==> src/hw/rtl/tjpu_pkg.sv <==
// ----------------------------------------------------------------------------
// TinyJAMBU permutation unit package
// Shared widths, register indexes, the controller-to-datapath command type
// and the 32-step group update function.
// ----------------------------------------------------------------------------
package tjpu_pkg;

   localparam int WORD_W   = 32;
   localparam int HALF_W   = 64;
   localparam int ROUND_W  = 8;
   localparam int GROUP_W  = 2;
   localparam int KIDX_W   = 3;
   localparam int CSR_IDX_W = 3;
   localparam int KSIZE_W  = 2;

   localparam logic [CSR_IDX_W-1:0] CSR_KEY_SIZE = 3'd0;
   localparam logic [CSR_IDX_W-1:0] CSR_KEY_01   = 3'd1;
   localparam logic [CSR_IDX_W-1:0] CSR_KEY_23   = 3'd2;
   localparam logic [CSR_IDX_W-1:0] CSR_KEY_45   = 3'd3;
   localparam logic [CSR_IDX_W-1:0] CSR_KEY_67   = 3'd4;

   localparam logic [KSIZE_W-1:0] KSIZE_128 = 2'd0;
   localparam logic [KSIZE_W-1:0] KSIZE_192 = 2'd1;

   localparam logic [KIDX_W-1:0] KLAST_128 = 3'd3;
   localparam logic [KIDX_W-1:0] KLAST_192 = 3'd5;
   localparam logic [KIDX_W-1:0] KLAST_256 = 3'd7;

   typedef struct packed {
      logic load;
      logic advance;
   } cmd_type;

   function automatic logic [WORD_W-1:0] group_update(
      input logic [WORD_W-1:0] a,
      input logic [WORD_W-1:0] b,
      input logic [WORD_W-1:0] c,
      input logic [WORD_W-1:0] d,
      input logic [WORD_W-1:0] k
   );
      logic [WORD_W-1:0] t1;
      logic [WORD_W-1:0] t2;
      logic [WORD_W-1:0] t3;
      logic [WORD_W-1:0] t4;
      t1 = {c[14:0], b[31:15]};
      t2 = {d[5:0],  c[31:6]};
      t3 = {d[20:0], c[31:21]};
      t4 = {d[26:0], c[31:27]};
      return a ^ t1 ^ ~(t2 & t3) ^ t4 ^ k;
   endfunction

endpackage

==> src/hw/rtl/tjpu_ctrl.sv <==
// ----------------------------------------------------------------------------
// TinyJAMBU permutation controller
// Sequences load, one group update per cycle over all rounds, and the
// result strobe.
// ----------------------------------------------------------------------------
module tjpu_ctrl (
   input  logic                          clock,
   input  logic                          reset,
   input  logic                          start,
   input  logic [tjpu_pkg::ROUND_W-1:0]  req_round_count,
   output logic                          busy,
   output logic                          rsp_valid,
   output tjpu_pkg::cmd_type             cmd
);

   localparam logic [1:0] ST_IDLE = 2'd0;
   localparam logic [1:0] ST_RUN  = 2'd1;
   localparam logic [1:0] ST_DONE = 2'd2;

   logic [1:0]                        state_ff;
   logic [1:0]                        state_in;
   logic [tjpu_pkg::ROUND_W-1:0]      rounds_ff;
   logic [tjpu_pkg::ROUND_W-1:0]      rounds_in;
   logic [tjpu_pkg::GROUP_W-1:0]      group_ff;
   logic [tjpu_pkg::GROUP_W-1:0]      group_in;
   logic                              accept;

   assign accept = start && (state_ff == ST_IDLE);

   always_comb begin
      state_in    = state_ff;
      rounds_in   = rounds_ff;
      group_in    = group_ff;
      cmd.load    = 1'b0;
      cmd.advance = 1'b0;
      unique case (state_ff)
         ST_IDLE: begin
            if (accept) begin
               cmd.load  = 1'b1;
               rounds_in = req_round_count;
               group_in  = '0;
               state_in  = (req_round_count == '0) ? ST_DONE : ST_RUN;
            end
         end
         ST_RUN: begin
            cmd.advance = 1'b1;
            group_in    = group_ff + 2'd1;
            if (group_ff == '1) begin
               rounds_in = rounds_ff - 8'd1;
               if (rounds_ff == 8'd1) begin
                  state_in = ST_DONE;
               end
            end
         end
         ST_DONE: begin
            state_in = ST_IDLE;
         end
         default: begin
            state_in = ST_IDLE;
         end
      endcase
   end

   always_ff @(posedge clock) begin
      if (reset) begin
         state_ff  <= ST_IDLE;
         rounds_ff <= '0;
         group_ff  <= '0;
      end else begin
         state_ff  <= state_in;
         rounds_ff <= rounds_in;
         group_ff  <= group_in;
      end
   end

   assign busy      = (state_ff != ST_IDLE);
   assign rsp_valid = (state_ff == ST_DONE);

endmodule

==> src/hw/rtl/tjpu_datapath.sv <==
// ----------------------------------------------------------------------------
// TinyJAMBU permutation datapath
// Key registers, key size and word index, and the rotating state register
// that takes one 32-step group update per advance.
// ----------------------------------------------------------------------------
module tjpu_datapath (
   input  logic                           clock,
   input  logic                           reset,
   input  tjpu_pkg::cmd_type              cmd,
   input  logic                           csr_we,
   input  logic [tjpu_pkg::CSR_IDX_W-1:0] csr_index,
   input  logic [tjpu_pkg::HALF_W-1:0]    csr_wdata,
   input  logic [tjpu_pkg::HALF_W-1:0]    req_state_lower,
   input  logic [tjpu_pkg::HALF_W-1:0]    req_state_upper,
   output logic [tjpu_pkg::HALF_W-1:0]    rsp_result_lower,
   output logic [tjpu_pkg::HALF_W-1:0]    rsp_result_upper
);

   logic [tjpu_pkg::KSIZE_W-1:0]  key_size_ff;
   logic [tjpu_pkg::WORD_W-1:0]   key_ff [8];
   logic [tjpu_pkg::KIDX_W-1:0]   kidx_ff;
   logic [tjpu_pkg::KIDX_W-1:0]   kidx_in;
   logic [tjpu_pkg::KIDX_W-1:0]   klast;
   logic [tjpu_pkg::WORD_W-1:0]   s_ff [4];
   logic [tjpu_pkg::WORD_W-1:0]   s_in [4];
   logic [tjpu_pkg::WORD_W-1:0]   s_new;

   always_ff @(posedge clock) begin
      if (reset) begin
         key_size_ff <= '0;
         for (int i = 0; i < 8; i++) begin
            key_ff[i] <= '0;
         end
      end else if (csr_we) begin
         unique case (csr_index)
            tjpu_pkg::CSR_KEY_SIZE: key_size_ff <= csr_wdata[tjpu_pkg::KSIZE_W-1:0];
            tjpu_pkg::CSR_KEY_01: begin
               key_ff[0] <= csr_wdata[31:0];
               key_ff[1] <= csr_wdata[63:32];
            end
            tjpu_pkg::CSR_KEY_23: begin
               key_ff[2] <= csr_wdata[31:0];
               key_ff[3] <= csr_wdata[63:32];
            end
            tjpu_pkg::CSR_KEY_45: begin
               key_ff[4] <= csr_wdata[31:0];
               key_ff[5] <= csr_wdata[63:32];
            end
            tjpu_pkg::CSR_KEY_67: begin
               key_ff[6] <= csr_wdata[31:0];
               key_ff[7] <= csr_wdata[63:32];
            end
            default: begin
            end
         endcase
      end
   end

   always_comb begin
      unique case (key_size_ff)
         tjpu_pkg::KSIZE_128: klast = tjpu_pkg::KLAST_128;
         tjpu_pkg::KSIZE_192: klast = tjpu_pkg::KLAST_192;
         default:             klast = tjpu_pkg::KLAST_256;
      endcase
   end

   assign s_new = tjpu_pkg::group_update(s_ff[0], s_ff[1], s_ff[2], s_ff[3],
                                         key_ff[kidx_ff]);

   // Rotate after each group so the word being updated always sits in slot 0
   always_comb begin
      kidx_in = kidx_ff;
      s_in    = s_ff;
      if (cmd.load) begin
         kidx_in = '0;
         s_in[0] = req_state_lower[31:0];
         s_in[1] = req_state_lower[63:32];
         s_in[2] = req_state_upper[31:0];
         s_in[3] = req_state_upper[63:32];
      end else if (cmd.advance) begin
         kidx_in = (kidx_ff == klast) ? '0 : kidx_ff + 3'd1;
         s_in[0] = s_ff[1];
         s_in[1] = s_ff[2];
         s_in[2] = s_ff[3];
         s_in[3] = s_new;
      end
   end

   always_ff @(posedge clock) begin
      if (reset) begin
         kidx_ff <= '0;
      end else begin
         kidx_ff <= kidx_in;
      end
   end

   always_ff @(posedge clock) begin
      s_ff <= s_in;
   end

   assign rsp_result_lower = {s_ff[1], s_ff[0]};
   assign rsp_result_upper = {s_ff[3], s_ff[2]};

endmodule

==> src/hw/rtl/tinyjambu_permutation_unit.sv <==
// ----------------------------------------------------------------------------
// TinyJAMBU permutation unit
// A request with R rounds runs in the run state (skipped for R = 0) and then
// raises the result strobe in the done state, for R = 0 in the cycle after
// the accepting edge; busy stays high until the strobe cycle ends, so a new
// request is accepted only after the strobe. The group update does 32 steps
// per cycle. The strobe lasts one cycle and cannot be held off; configuration
// writes are always ready; the user must keep them to idle periods, as the unit does not enforce it.
// ----------------------------------------------------------------------------
module tinyjambu_permutation_unit (
   input  logic                           clock,
   input  logic                           reset,
   input  logic                           start,
   output logic                           busy,
   input  logic [tjpu_pkg::HALF_W-1:0]    req_state_lower,
   input  logic [tjpu_pkg::HALF_W-1:0]    req_state_upper,
   input  logic [tjpu_pkg::ROUND_W-1:0]   req_round_count,
   output logic                           rsp_valid,
   output logic [tjpu_pkg::HALF_W-1:0]    rsp_result_lower,
   output logic [tjpu_pkg::HALF_W-1:0]    rsp_result_upper,
   input  logic                           csr_valid,
   output logic                           csr_ready,
   input  logic [tjpu_pkg::CSR_IDX_W-1:0] csr_index,
   input  logic [tjpu_pkg::HALF_W-1:0]    csr_wdata
);

   tjpu_pkg::cmd_type cmd;

   assign csr_ready = 1'b1;

   tjpu_ctrl u_ctrl (
      .clock           (clock),
      .reset           (reset),
      .start           (start),
      .req_round_count (req_round_count),
      .busy            (busy),
      .rsp_valid       (rsp_valid),
      .cmd             (cmd)
   );

   tjpu_datapath u_datapath (
      .clock            (clock),
      .reset            (reset),
      .cmd              (cmd),
      .csr_we           (csr_valid && csr_ready),
      .csr_index        (csr_index),
      .csr_wdata        (csr_wdata),
      .req_state_lower  (req_state_lower),
      .req_state_upper  (req_state_upper),
      .rsp_result_lower (rsp_result_lower),
      .rsp_result_upper (rsp_result_upper)
   );

endmodule

==> config.mk <==
export PLATFORM = sky130hd
export DESIGN_NAME = tinyjambu_permutation_unit
export DESIGN_NICKNAME = d
export VERILOG_FILES = /design/src/hw/rtl/tjpu_pkg.sv /design/src/hw/rtl/tjpu_ctrl.sv /design/src/hw/rtl/tjpu_datapath.sv /design/src/hw/rtl/tinyjambu_permutation_unit.sv
export SDC_FILE = /design/constraint.sdc
export NUM_CORES = 1
export LEC_CHECK = 0
export ABC_AREA = 1
export BUFFER_PORTS_ARGS = -buffer_cell sky130_fd_sc_hd__clkbuf_2
export CAP_MARGIN = 5
export CORE_MARGIN = 5
export CORE_UTILIZATION = 55
export CTS_CLUSTER_DIAMETER = 200
export DETAILED_ROUTE_END_ITERATION = 6
export GPL_TIMING_DRIVEN = 0
export PLACE_DENSITY = 0.78
export SLEW_MARGIN = 15
export SYNTH_ARGS = -nofsm -noshare
export SYNTH_HDL_FRONTEND = slang
export SYNTH_SLANG_ARGS = --single-unit
==> constraint.sdc <==
create_clock -name clock -period 9 [get_ports clock]
set_clock_uncertainty 0.05 [all_clocks]
set_input_delay 2.7 -clock clock [delete_from_list [all_inputs] [get_ports clock]]
set_output_delay 2.7 -clock clock [all_outputs]
set_load 0.01 [all_outputs]
; ---- After elaboration in Yosys (flattened, before gate mapping)
; Memories as Yosys holds them, arrays and structs flattened. A register that Yosys moved wholly into a read port is not among the register bits.
; Cells that the tools add are included.
; Widths: inputs -> output; s select.
[totals]
ff_bits = 145
latch_bits = 0
ram_bits = 256
mem_bits_ro = 0
inputBits = 207
output_inout_bits = 131
mem_count = 1
[mem_list]
columns = memory, depth, width, rd, rd_clocked_by_memory_dff, wr, line_no
row1 = u_datapath.key_ff, 8, 32, 1, 1, 8, tjpu_datapath.sv:20  ; logic [tjpu_pkg::WORD_W-1:0] key_ff [8];
[op_classes]
add_sub_neg = 3
mul = 0
div = 0
magnitude_cmp = 0
n_eq_ne = 13
shifts = 0
mux = 45
bitwise = 14
n_reduce_logical = 13
[ops]
columns = op, count
row1 = $mux 128, 2
row2 = $mux 32, 8
row3 = $xor 32x32->32, 4
row4 = $and 32x32->32, 1
row5 = $not 32->32, 1
row6 = $mux 1, 21
row7 = $mux 8, 2
row8 = $pmux 8 s2, 1
row9 = $mux 2, 5
row10 = $mux 3, 3
row11 = $eq 8x1->1 const B, 1
row12 = $logic_not 8->1, 1
row13 = $or 1x1->1, 8
row14 = $pmux 2 s2, 2
row15 = $sub 8x1->8 const B, 1
row16 = $eq 3x2->1 const B, 2
row17 = $ne 2x1->1 const B, 3
row18 = $pmux 3 s2, 1
row19 = $reduce_and 3->1, 2
row20 = $reduce_bool 2->1, 3
row21 = $eq 2x1->1 const B, 2
row22 = $eq 2x2->1 const B, 2
row23 = $logic_not 2->1, 2
row24 = $reduce_and 2->1, 2
row25 = other kinds (8), 8

; ---- Longest topological paths before layout
; Gate-level depths: netlist (run 1).
[depth]
ltp_word = 7
ltp_mapped = 11
ltp_nobuf = 10

; ---- Modules after synthesis
; From an unflattened synthesis (run 1), not the netlist that was laid out.
[unflattened]
cells_unflattened = 2519
hier_area_um2 = 20743.6
[modules_own_cells]
columns = mod, n_inst, cells_each, area_per_inst_um2
row1 = tjpu_datapath, 1, 2397, 19961.6
row2 = tjpu_ctrl, 1, 120, 770.7
row3 = tinyjambu_permutation_unit, 1, 2, 11.3

; ---- Worst setup path before layout (run 1)
; No wires, ideal clock.
[synth_path]
path_kind = in2reg
from = input csr_valid
to = memory u_datapath.key_ff[4][0] in the netlist's numbering, enable pin
t_arrival_ns = 7.465
setup_slack_ns = 0.910
cell_stages = 4
n_path_buf = 0
cell_sequence = inv_1 nor2_4 nand2_1 o21ai_0
[synth_rtl]
columns = item, line_no
row1 = "start, declared", tinyjambu_permutation_unit.sv:21  ; input logic csr_valid,
row2 = "end, declared", tjpu_datapath.sv:20

; ---- Worst setup path in the final report (run 1)
[layout_path]
from = register u_datapath.s_ff, in the netlist u_datapath.rsp_result_upper[14]
to = output rsp_result_upper[14] in the netlist's numbering
[layout_rtl]
columns = item, line_no
row1 = "start, declared", tjpu_datapath.sv:24  ; logic [tjpu_pkg::WORD_W-1:0] s_ff [4];
row2 = "start signal, assigned", tjpu_datapath.sv:98  ; s_ff <= s_in;
row3 = "end, declared", tinyjambu_permutation_unit.sv:20  ; output logic [tjpu_pkg::HALF_W-1:0] rsp_result_upper,
; No word-level cell between the ends.

==> results of run 1 <==
==> kinds of logic after synthesis <==
logic type / count (synthesis)
buffers and inverters: 442
adders and majority gates: 4
AOI/OAI and AO/OA: 84
other: 1
and+or+nand+nor: 1517
xor gates and xnor gates: 19
DFF: 404
==> cells in the final DEF (no fill, tap or decap), drive strengths merged <==
cell type    n
nand2      924
nand3b       8
edfxtp     384
dfxtp       20
nor3        12
nand3      304
o211ai       1
a21oi       21
inv        336
conb         1
clkinv      17
buf         96
ha           4
nand4        6
nor2       263
xor2        10
diode        1
o21ai       62
bufinv       6
clkbuf     406
xnor2        9
==> per-layer routing <==
layer | GRT usage [%] | vias to the layer above | wire length (um)
met3 | 6.95 | 260 | 8940
met1 | 41.8 | 8558 | 25000
li1 | - | 8643 | -
met4 | 20.3 | 4 | 4680
met2 | 55.8 | 1379 | 33900
met5 | 0 | - | 34
==> per-stage QoR <==
| step | setup slack (ps) | cells | area (um^2) |
|---|---|---|---|
| 4_1_cts | 4750 | 3364 | 24600 |
| 3_5_place_dp | 4330 | 3289 | 23200 |
| 5_1_grt | 4740 | 3364 | 24600 |
| 6_report | 4730 | 3365 | 24600 |
| 3_3_place_gp | -1880 | 3280 | 22900 |
| 2_1_floorplan | 910 | 2471 | 20600 |
==> area by class of cell <==
class                           instances  area share, %
Sequential cell                       404           48.6
Multi-Input combinational cell       1625           28.1
Timing Repair Buffer                  344           7.68
Inverter                              333           5.10
Clock buffer                           49           4.55
Buffer                                109           2.43
Tap cell                              474           2.41
Clock inverter                         26           1.14
Antenna cell                            1         0.0102
==> flip-flops by register name, summed over array words and instances, names as in the netlist, named ones only <==
register,flops
u_datapath.key_ff,256
u_ctrl.group_ff,2
u_ctrl.rounds_ff,8
u_datapath.kidx_ff,3
u_datapath.key_size_ff,2
u_datapath.rsp_result_lower,64
u_ctrl.state_ff,2
u_datapath.rsp_result_upper,64
==> cells in the mapped netlist, drive strengths merged <==
master / instances / share of area, %
nand3: 304 / 7.4
o211ai: 1 / 0.036
nand3b: 8 / 0.29
nand2: 924 / 17
clkbuf: 22 / 0.40
conb: 1 / 0.018
xnor2: 9 / 0.38
dfxtp: 20 / 1.9
ha: 4 / 0.24
inv: 333 / 6.1
xor2: 10 / 0.42
nand4: 6 / 0.24
nor2: 263 / 4.9
nor3: 12 / 0.35
edfxtp: 384 / 56
a21oi: 21 / 0.58
buf: 87 / 2.5
o21ai: 62 / 1.5
==> worst register-to-register path, delay by kind of cell (launching register included) <==
kind,cells,cell delay [ps]
buf+inv,3,940
flops,1,360
simple gates,3,720
==> power by group through the flow <==
stage          combinational (mW)  sequential (mW)  clock, mW
6_report                     1.48             2.66       1.82
5_1_grt                      1.63             2.67       1.89
4_1_cts                      1.46             2.65       1.81
3_5_place_dp                 1.45             2.69          0
3_3_place_gp                 1.39             2.71          0
2_1_floorplan               0.819             2.66          0
==> worst min-delay path by stage <==
stage / start / endpoint / slack, ps / cells after the start
final: u_ctrl.group_ff[0]$_SDFFE_PP0P_ / u_ctrl.group_ff[0]$_SDFFE_PP0P_ / 420 / 1
after floorplan: u_ctrl.group_ff[0]$_SDFFE_PP0P_ / u_ctrl.group_ff[0]$_SDFFE_PP0P_ / 380 / 1
after CTS: u_ctrl.group_ff[0]$_SDFFE_PP0P_ / u_ctrl.group_ff[0]$_SDFFE_PP0P_ / 420 / 1
after global routing: u_ctrl.group_ff[0]$_SDFFE_PP0P_ / u_ctrl.group_ff[0]$_SDFFE_PP0P_ / 450 / 1
after detailed placement: u_ctrl.group_ff[0]$_SDFFE_PP0P_ / u_ctrl.group_ff[0]$_SDFFE_PP0P_ / 410 / 1
after global placement: u_ctrl.group_ff[0]$_SDFFE_PP0P_ / u_ctrl.group_ff[0]$_SDFFE_PP0P_ / 390 / 1
==> summary.md, run 1 <==
| Metric | Value |
|---|---|
| GRT Total Usage | `34.0%` |
| CTS clk-pin slew, worst paths | `~60 ps` |
| Row count | `71` |
| Post-synth net total | `2682` |
| Max Clk Rate | `0.234 GHz` |
| Yosys cell types | `31` |
| Status | `finished clean` |
| Post-Syn Area | `~21000 um^2` |
| Cells after Synth | `2471` |
| Postcts setup bufs | `0` |
| Crit path time final | `around 4300 ps` |
| Util after Layout | `65.8%` |
| Antenna Nets Post-Route | `0` |
| Min Hold Slack | `roughly 420 ps` |
| Pre-antenna DRT Iters | `5` |
| Routability cong. | `0.983` |
| Max-cap violation count | `0` |
| Largest net degree at the start of global routing | `62` |
| Nets | `3071` |
| WL/cell | `21.5 um` |
| Core ar. | `37300 um^2` |
| Tightest Hold Check Type | `flop to flop` |
| Clock root buffer | `clkbuf_16` |
| Setup TNS | `0 ps` |
| Startpoint types | `flop` |
| Crit Reg-Reg Startpoint | `u_ctrl.state_ff[0]$_SDFFE_PP0P_` |
| HPWL after DPL | `54.3 mm` |
| Synth Area per Inst | `8.35 um^2` |
| First-pass GRT wire length | `106 mm` |
| H-Tree Depth | `2` |
| LEAKAGE | `12.0 nW` |
| Cell family with most CP delay | `flip-flops` |
| Slew Viols, Final | `0` |
| Sink Count | `404` |
| CP bufs+invs | `1` |
| Crit. Startpoint | `u_datapath.rsp_result_upper[14]$_DFFE_PP_` |
| Die W | `204 um` |
| Reg area | `11900 um^2` |
| CTS max path bufs | `3` |
| Port Buffers | `335` |
| Via count | `roughly 19000` |
| Final WL | `72.5 mm` |
| Setup crit end | `rsp_result_upper[14]` |
| Number of hold buffers added after CTS | `0` |
| Synthesized flop and latch total | `404` |
| Initial Utilization | `55.3%` |
| Initial antenna violation count | `2` |
| Reg2Reg Depth | `6` |
| Fillcell total | `~3000` |
| RSZ-0062 raised after global routing | `no` |
| Stages on worst setup path | `1` |
| DRC | `0` |
| Worst-skew pair later-pin latency | `580 ps` |
| Grt ovf | `0` |
| Critical path type | `flop to output pin` |
| Adder-cell share of the synthesized area | `less than 1%` |
| DR vias/cell | `5.60` |
| VDD IR-drop max | `135 uV` |
| Comb pwr share | `24.9%` |
| Mux contribution to synthesized area | `0%` |
| CP max FO | `6` |
| Slew margin rel. | `46.3%` |
| Largest family of logic cells by synthesized area | `simple AND/OR/NAND/NOR gates` |
| Slew @ Worst Pin | `806 ps` |
| Required time worst endpoint | `6250 ps` |
| Die H | `204 um` |
| RR Endpoint | `u_datapath.rsp_result_lower[54]$_DFFE_PP_` |
| Pint | `3.93 mW` |
| Register area share after synthesis | `about 58%` |
| CTS Buf Count | `43` |
| Slowest CP cell | `edfxtp_1` |
| Simple-gate share of the synthesized area | `around 30%` |
| Sw Pwr | `~2.0 mW` |
| # setup viols final | `0` |
| Flop pwr share | `between 40% and 50%` |
| Sw Ratio | `34.0%` |
| Clock power frac | `30.5%` |
| Initial DRC count | `around 2400` |
| Final Power | `5.96 mW` |
| CTS tree | `yes` |
| Xor and xnor area share after synthesis | `less than 1%` |
| Synthesis warning total | `0` |
| Worst path max stage delay | `720 ps` |
| Power density over the cells | `243 nW/um^2` |
| Synth Area in Compound Gates | `2.12%` |
| Multi-input logic area | `6900 um^2` |
| DIE AREA | `a little over 40000 um^2` |
| Reg2Reg Setup Slack | `approximately 6600 ps` |
| Final Hold Viols | `0` |
| WP data arrival | `1520 ps` |
| Period utilisation layout | `between 40% and 50%` |
| Vias in the first global route | `18000` |
| Synth-to-Final Area Change | `19.0%` |
| CP Cell Sequence | `clkbuf_2` |
| Worst Setup End Kind | `output pin` |
| Layout cells sized above 1 | `17.8%` |
| Io pins | `338` |
| CTS resizes | `0` |
Note: power is estimated with default switching activity, not from simulation.
==> run 2: changes to the inputs <==
- ABC_AREA: 1 -> 0
- CORE_UTILIZATION: 55 -> 51
- PLACE_DENSITY: 0.78 -> 0.77
- clock period: 9 -> 3.85 ns (I/O delays scaled with it)
==> summary.md, run 2 <==
| Metric | Value |
|---|---|
| Status | `complete, but fails checks` |
| Failing checks | `design-rule violations` |
| WL/cell | `23.9 um` |
| Core ar. | `36300 um^2` |
| GRT Total Usage | `27.8%` |
| Post-synth net total | `1732` |
| Worst-skew pair later-pin latency | `about 550 ps` |
| First-pass GRT wire length | `approximately 85 mm` |
| Slew Viols, Final | `0` |
| VDD IR-drop max | `404 uV` |
| Antenna Nets Post-Route | `0` |
| HPWL after DPL | `roughly 43 mm` |
| Placed cell areas | `21100 um^2` |
| Fillcell total | `2901` |
| Sink Count | `404` |
| CTS Buf Count | `43` |
| Power density over the cells | `623 nW/um^2` |
| Nets | `approximately 2100` |
| Final Hold Viols | `0` |
| Register area share after synthesis | `63.9%` |
| Initial antenna violation count | `0` |
| Yosys cell types | `43` |
| LEAKAGE | `approximately 9 nW` |
| Top-count cell post-synth | `edfxtp_1` |
| Die W | `201 um` |
| Tightest Hold Check Type | `flop to flop` |
| Crit path time final | `2800 ps` |
| Largest register FFs | `256` |
| Critical path type | `flop to output pin` |
| Row count | `70` |
| Io pins | `338` |
| Post-Syn Area | `between 15000 and 20000 um^2` |
| Layout cells sized above 1 | `25.3%` |
| Max Clk Rate | `between 0.3 and 0.4 GHz` |
| Synth top cells by count | `edfxtp_1, nand2_1, nor2_1, xnor2_1, nand2b_1` |
| Top cells by area, synth | `edfxtp_1, mux4_2, nand2_1, xnor2_1, nor2_1` |
| Routability cong. | `roughly 0.94` |
| Required time worst endpoint | `2640 ps` |
| Port Buffers | `between 300 and 400` |
| Max-cap violation count | `0` |
| Top cell type's share of synthesized area | `61.7%` |
| FFs w/ async S/R, synth | `0%` |
| CTS tree | `yes` |
| DRC | `1` |
| Final worst slack | `1050 ps` |
| Top_reg_cell synth | `edfxtp_1` |
| Final WL | `~57 mm` |
| Slew margin rel. | `38.9%` |
| Initial Utilization | `51.4%` |
| Worst Setup End Kind | `output pin` |
| Antenna diodes | `0` |
| Startpoint types | `flop` |
| Synthesis warning total | `0` |
| Design area | `22500 um^2` |
| Synthesized flop and latch total | `404` |
| Most frequent cells in the layout | `edfxtp_1, nand2_1, clkbuf_2, nor2_1, xnor2_1` |
| Initial DRC count | `1504` |
| Vias in the first global route | `13500` |
| Cell taking the most area after synthesis | `edfxtp_1` |
| CP max FO | `8` |
| Largest reg by FF count | `u_datapath.key_ff` |
| CTS clk-pin slew, worst paths | `approximately 60 ps` |
| RSZ-0062 raised after global routing | `no` |
| Util after Layout | `61.8%` |
| Die H | `201 um` |
| Setup TNS | `0 ps` |
| Commonest non-fill, non-tap cell in the layout | `edfxtp_1` |
| WP data arrival | `1590 ps` |
| Synth-to-Final Area Change | `20.2%` |
| CTS resizes | `0` |
| DIE AREA | `approximately 40000 um^2` |
| # setup viols final | `0` |
| Cells after Synth | `around 1500` |
| Clock root buffer | `clkbuf_16` |
| Number of flops mapped to enable cells by yosys | `384` |
| Postcts setup bufs | `0` |
| Grt ovf | `0` |
| CTS max path bufs | `3` |
| H-Tree Depth | `2` |
| Pre-antenna DRT Iters | `7` |
| Slew @ Worst Pin | `916 ps` |
| Synth Area per Inst | `12.3 um^2` |
| Period utilisation layout | `72.7%` |
| Via count | `13400` |
| Number of hold buffers added after CTS | `0` |
| Place WS | `528 ps` |
| Largest net degree at the start of global routing | `82` |
| DR vias/cell | `approximately 5.5` |
-- run 2: cell types whose count changed after synthesis, sizes merged, moves of 27 or more --
cell / delta
mux4: +64
mux2i: +34
o21ai: -27
nor2: -60
inv: -265
nand3: -300
nand2b: +70
xnor2: +121
nand2: -557
buf: -51
-- run 2: per-stage QoR --
step | power, mW | std cells | hold slack (ps)
2_1_floorplan | 8.50 | 1521 | 391
3_3_place_gp | 10.0 | 2324 | 403
3_5_place_dp | 10.1 | 2329 | 422
4_1_cts | 14.0 | 2407 | 430
5_1_grt | 14.5 | 2407 | 451
6_report | 14.0 | 2407 | 433
-- run 2: path summary, 6_finish.rpt --
check                              startpoint                                         to  slack, ps  depth (start not counted)
max           u_ctrl.state_ff[1]$_SDFFE_PP0P_                                  rsp_valid       1050                          4
min reg2reg  u_ctrl.rounds_ff[1]$_SDFFE_PP0P_           u_ctrl.rounds_ff[1]$_SDFFE_PP0P_        430                          2
max reg2reg                              flop  u_datapath.rsp_result_upper[42]$_DFFE_PP_       1170                          6
min          u_ctrl.rounds_ff[1]$_SDFFE_PP0P_           u_ctrl.rounds_ff[1]$_SDFFE_PP0P_        430                          2
-- run 2: cells by family after synthesis --
logic type | Yosys count | share of synthesized area, %
other | 1 | 0.0201
AOI/OAI and AO/OA | 62 | 1.87
buffers and inverters | 149 | 3.38
DFF | 404 | 63.9
and+or+nand+nor | 671 | 14.9
adders and majority gates | 4 | 0.268
muxes | 99 | 9.60
xor gates and xnor gates | 131 | 6.14
-- run 2: layout make-up --
| class | instances | area (um^2) | share of cell area (%) |
|---|---|---|---|
| timing repair buffer | 340 | 1810 | 8.04 |
| sequential | 404 | 11900 | 53.1 |
| clock buffer | 62 | 1220 | 5.43 |
| tap | 468 | 586 | 2.61 |
| clock inverter | 16 | 121 | 0.540 |
| buffer | 81 | 375 | 1.67 |
| multi-input combinational | 968 | 6160 | 27.4 |
| inverter | 68 | 255 | 1.14 |
-- run 2: worst max-delay path: stages (launching register included) --
cell and delay, ps:
dfxtp_1 300, clkbuf_1 290, inv_1 120, nor2_1 170, clkbuf_2 160
-- run 2: report_power, final --
| part | switching [mW] | internal (mW) | leakage, nW | total (mW) |
|---|---|---|---|---|
| clock network | 1.69 | 2.27 | 0.649 | 3.96 |
| logic | 2.04 | 1.61 | 4.38 | 3.65 |
| registers | 0.717 | 5.66 | 3.92 | 6.38 |
-- run 2: metal layers --
layer	track usage (%)	wire length [um]	vias up
met2	46.2	27800	756
met4	12.9	3140	0
met3	5.48	5270	132
li1	-	-	5980
met1	35.5	21300	6487
met5	0	0	-
